==> src/design/tgmc_pkg.sv <==
// Shared types and constants for the triangle curvature block.
// Used by the front, queue, back and top-level modules; depends on nothing.
package tgmc_pkg;

    localparam int unsigned DET_B_W = 65;   // det(b), signed Q32.32
    localparam int unsigned HNUM_W  = 100;  // mean-curvature numerator, signed Q48.48
    localparam int unsigned DEN_W   = 128;  // det(a), unsigned Q64.64
    localparam int unsigned REM_W   = 160;  // divider partial remainder
    localparam int unsigned Q_W     = 32;   // quotient bits produced by the divider
    localparam int unsigned FIFO_DEPTH = 4;
    localparam int unsigned FIFO_AW    = $clog2(FIFO_DEPTH);
    localparam int unsigned FIFO_CW    = $clog2(FIFO_DEPTH + 1);

    // One triangle after the front end: the shared divisor and both numerators.
    typedef struct packed {
        logic                      singular;
        logic [DEN_W-1:0]          den;
        logic signed [DET_B_W-1:0] det_b;
        logic signed [HNUM_W-1:0]  hnum;
    } t_job;

    // Queue status seen by the front and back ends.
    typedef struct packed {
        logic nonempty;
        logic full;
    } t_q_status;

endpackage

==> src/design/tgmc_queue.sv <==
// Short register queue between the front and back ends.
// Depends on tgmc_pkg.
module tgmc_queue import tgmc_pkg::*; (
    input  logic      i_clk,
    input  logic      i_rst_n,
    input  logic      i_push,
    input  t_job      i_job,
    input  logic      i_pop,
    output t_q_status o_status,
    output t_job      o_job
);

    t_job               r_mem [FIFO_DEPTH];
    logic [FIFO_AW-1:0] r_wp, r_rp;
    logic [FIFO_CW-1:0] r_cnt;

    always_ff @(posedge i_clk) begin
        if (!i_rst_n) begin
            r_wp  <= '0;
            r_rp  <= '0;
            r_cnt <= '0;
        end else begin
            if (i_push) begin
                r_wp <= r_wp + FIFO_AW'(1);
            end
            if (i_pop) begin
                r_rp <= r_rp + FIFO_AW'(1);
            end
            if (i_push && !i_pop) begin
                r_cnt <= r_cnt + FIFO_CW'(1);
            end else if (!i_push && i_pop) begin
                r_cnt <= r_cnt - FIFO_CW'(1);
            end
        end
    end

    always_ff @(posedge i_clk) begin
        if (i_push) begin
            r_mem[r_wp] <= i_job;
        end
    end

    assign o_status.nonempty = (r_cnt != '0);
    assign o_status.full     = (r_cnt == FIFO_CW'(FIFO_DEPTH));
    assign o_job             = r_mem[r_rp];

    a_no_overflow: assert property (@(posedge i_clk) disable iff (!i_rst_n)
        !(i_push && r_cnt == FIFO_CW'(FIFO_DEPTH)))
        else $error("queue written while full");

    a_no_underflow: assert property (@(posedge i_clk) disable iff (!i_rst_n)
        !(i_pop && r_cnt == '0))
        else $error("queue read while empty");

endmodule

==> config.mk <==
export PLATFORM = sky130hd
export DESIGN_NAME = tgmc_queue
export DESIGN_NICKNAME = d
export VERILOG_FILES = /design/src/design/tgmc_pkg.sv /design/src/design/tgmc_queue.sv
export SDC_FILE = /design/constraint.sdc
export NUM_CORES = 1
export LEC_CHECK = 0
export ABC_CLOCK_PERIOD_IN_PS = 20600
export BUFFER_PORTS_ARGS = -buffer_cell sky130_fd_sc_hd__clkbuf_2
export CELL_PAD_IN_SITES_DETAIL_PLACEMENT = 1
export CELL_PAD_IN_SITES_GLOBAL_PLACEMENT = 1
export CORE_ASPECT_RATIO = 0.75
export CORE_MARGIN = 2
export CORE_UTILIZATION = 57
export CTS_BUF_LIST = sky130_fd_sc_hd__clkbuf_4 sky130_fd_sc_hd__clkbuf_8
export DETAILED_ROUTE_END_ITERATION = 6
export PLACE_DENSITY = 0.95
export SYNTH_ARGS = -nofsm -noshare
export SYNTH_HDL_FRONTEND = slang
export SYNTH_SLANG_ARGS = --single-unit
==> constraint.sdc <==
create_clock -name i_clk -period 20.6 [get_ports i_clk]
set_clock_uncertainty 0.15 [all_clocks]
set_input_delay 3.09 -clock i_clk [delete_from_list [all_inputs] [get_ports i_clk]]
set_output_delay 3.09 -clock i_clk [all_outputs]
set_load 0.01 [all_outputs]
==> flow_metrics.env <==
export IMPL_p_switching_mw=1.31
export IMPL_final_common_cell="edfxtp_1"
export IMPL_postCtsSetupRepairBufs=0
export IMPL_synth_avg_cell_area_um2=27.5
export IMPL_postRouteAntennaNets=0
export IMPL_cap_viol_max_count=0
export IMPL_die_y_um=243
export IMPL_synth_seq_cells=1185
export IMPL_grt_max_degree=102
export IMPL_dp_hpwl_mm=67.5
export IMPL_num_rows=87
export IMPL_ir_worst_vdd_mv=0.0877
export IMPL_insertion_delay_ns=0.83
export IMPL_hold_viol_final=0
export IMPL_ys_types=21
export IMPL_setup_viol=0
export IMPL_crit_required_ns=17.36
export IMPL_initial_utilization_pct=57.6
export IMPL_htree_levels=4
export IMPL_arrival_ns=5.63
export IMPL_pin_count=594
export IMPL_critPathKind="register to output port"
export IMPL_seq_area_frac_synth_pct=81.8
export IMPL_antenna_found_initial=13
export IMPL_finalCritPeriodShare_pct=43.0
export IMPL_drt_first_iter_violations=2117
export IMPL_wl_per_cell_um=34.6
export IMPL_drive_above_1_share_pct=43.0
export IMPL_core_um2=75300
export IMPL_maxSlewHeadroom_pct=18.9
export IMPL_cp_max_fo=55
export IMPL_via_per_inst=6.25
export IMPL_gp_congestion=0.792
export IMPL_status="finished, final reports clean"
export IMPL_dieArea_um2=78400
export IMPL_seqPwrFrac_pct=54.1
export IMPL_track_usage_pct=30.6
export IMPL_hold_buffers=0
export IMPL_grt_pass1_vias=23200
export IMPL_nets=2607
export IMPL_overflow=0
export IMPL_tightest_slew_ns=1.22
export IMPL_dr_pass1_iters=5
export IMPL_startpoint_type="register"
export IMPL_clk_path_buf_depth=3
export IMPL_power_density_nw_per_um2=103
export IMPL_grt_setup_unrepaired="no"
export IMPL_fin_total_pwr_mw=5.22
export IMPL_mostFrequentLayoutCells="edfxtp_1, clkbuf_2, clkbuf_8, mux4_2, mux4_1"
export IMPL_routed_wl_mm=120
export IMPL_hp_class="register to register"
export IMPL_portBuffers=593
export IMPL_period_minus_slack_ns=8.87
export IMPL_numCtsBuffers=171
export IMPL_root_buffer="clkbuf_8"
export IMPL_combPwrFrac_pct=10.0
export IMPL_tns_ns=0
export IMPL_internal_power_mw=3.90
export IMPL_clkPwrFrac_pct=35.9
export IMPL_cts_sinks=1185
export IMPL_cts_tree="built"
export IMPL_post_cts_resized=0
export IMPL_area_growth_pct=16.7
export IMPL_via_count=21700
export IMPL_drv_slew=0
export IMPL_nFillCells=6058
export IMPL_drc=0
export IMPL_cts_clk_slew_worst_paths_ns=0.07
export IMPL_holdWs_ns=0.464
export IMPL_fmax_mhz=113
export IMPL_netlist_instances=1579
export IMPL_worstSetupEndpointType="output port"
export IMPL_die_x_um=323
export IMPL_grt_pass1_wl_mm=169
export IMPL_yosys_warnings=0
export IMPL_p_leak_nw=17.4
export IMPL_switching_share_pct=25.2
export IMPL_syn_cell_area_um2=43400
export IMPL_synthesis_nets=1883
synth_stat cells:
master | n | share of area [%]
a21boi_0 | 1 | 0.017
inv_1 | 4 | 0.035
buf_6 | 27 | 0.70
dfxtp_1 | 9 | 0.41
nor3b_1 | 1 | 0.017
buf_8 | 3 | 0.10
xor2_1 | 3 | 0.061
xnor2_1 | 2 | 0.040
ha_1 | 5 | 0.14
mux4_1 | 136 | 8.2
mux2i_1 | 2 | 0.046
fa_1 | 1 | 0.046
mux4_2 | 158 | 8.2
nand2_1 | 1 | 0.0086
edfxtp_1 | 1176 | 81
buf_2 | 31 | 0.36
nor2b_1 | 2 | 0.029
clkbuf_1 | 5 | 0.043
and2_1 | 9 | 0.13
or3_1 | 2 | 0.029
o21ai_0 | 1 | 0.012
area by class of cell:
cell class | instances | area, um2 | area share [%]
clock buffers | 230 | 2800 | 5.53
clock inverters | 76 | 468 | 0.924
diodes | 11 | 27.5 | 0.0543
flip-flops and latches | 1185 | 35500 | 70.1
inverters | 4 | 15.0 | 0.0296
multi-input cells | 324 | 7390 | 14.6
well taps | 1023 | 1280 | 2.53
repair buffers | 617 | 3160 | 6.24
layer usage:
| layer | track usage, % | vias up | share of wire (%) |
|---|---|---|---|
| met3 | 8.06 | 267 | 8.5 |
| li1 | - | 8523 | - |
| met2 | 53.1 | 1320 | 53 |
| met1 | 37.0 | 11600 | 35 |
| met5 | 0 | - | 0.034 |
| met4 | 11.1 | 6 | 3.1 |
metrics by stage:
| step | util (%) | cell area (um2) | worst slack, ns | instances |
|---|---|---|---|---|
| 5_1_grt | 67.2 | 50600 | 11.36 | 3466 |
| 3_5_place_dp | 62.9 | 47400 | 12.61 | 3153 |
| 3_3_place_gp | 62.9 | 47400 | 12.72 | 3153 |
| 4_1_cts | 67.2 | 50600 | 11.59 | 3459 |
| 6_report | 67.2 | 50600 | 11.73 | 3470 |
| 2_1_floorplan | - | 43400 | 10.04 | 1579 |
kinds of logic (layout without fill, tap and decap cells):
family                   count (synthesis)  count (layout)  share of synthesized area [%]
XOR/XNOR                                 5               5                          0.101
flip-flops                            1185            1185                           81.8
AO/OA/AOI/OAI                            2               2                         0.0288
adder cells (fa/ha/maj)                  6               6                          0.190
other                                    0              11                              0
buffers and inverters                   70             927                           1.24
AND/OR/NAND/NOR                         15              15                          0.213
multiplexers                           296             296                           16.5
worst max-delay path, stage by stage (launching register included):
cell and delay (ns):
dfxtp_4 0.96, buf_4 0.89, buf_4 0.92, buf_4 0.80
mux4_1 0.75, clkbuf_2 0.20
path summary, 6_finish.rpt:
path,slack (ns),cells past startpoint,endpoint,start
setup / recovery,11.73,5,o_job[252],register
hold / removal,0.46,2,r_cnt[2],r_cnt[2]
setup reg to reg,16.61,4,r_mem[3][260],r_wp[0]
hold reg to reg,0.46,2,r_cnt[2],r_cnt[2]
state kept, by name, indices dropped and copies added (netlist names), named ones only:
| name | count |
|---|---|
| r_mem | 1176 |
| r_cnt | 3 |
| r_rp | 2 |
| r_wp | 2 |
power by group through the flow:
stage / combinational (mW) / clock [mW] / sequential, mW
after floorplan: 0.289 / 0 / 2.87
after global placement: 0.480 / 0 / 2.85
after detailed placement: 0.509 / 0 / 2.87
after CTS: 0.522 / 1.90 / 2.82
after global routing: 0.544 / 1.99 / 2.83
final: 0.520 / 1.87 / 2.82
Note: power is estimated with default switching activity, not from simulation.
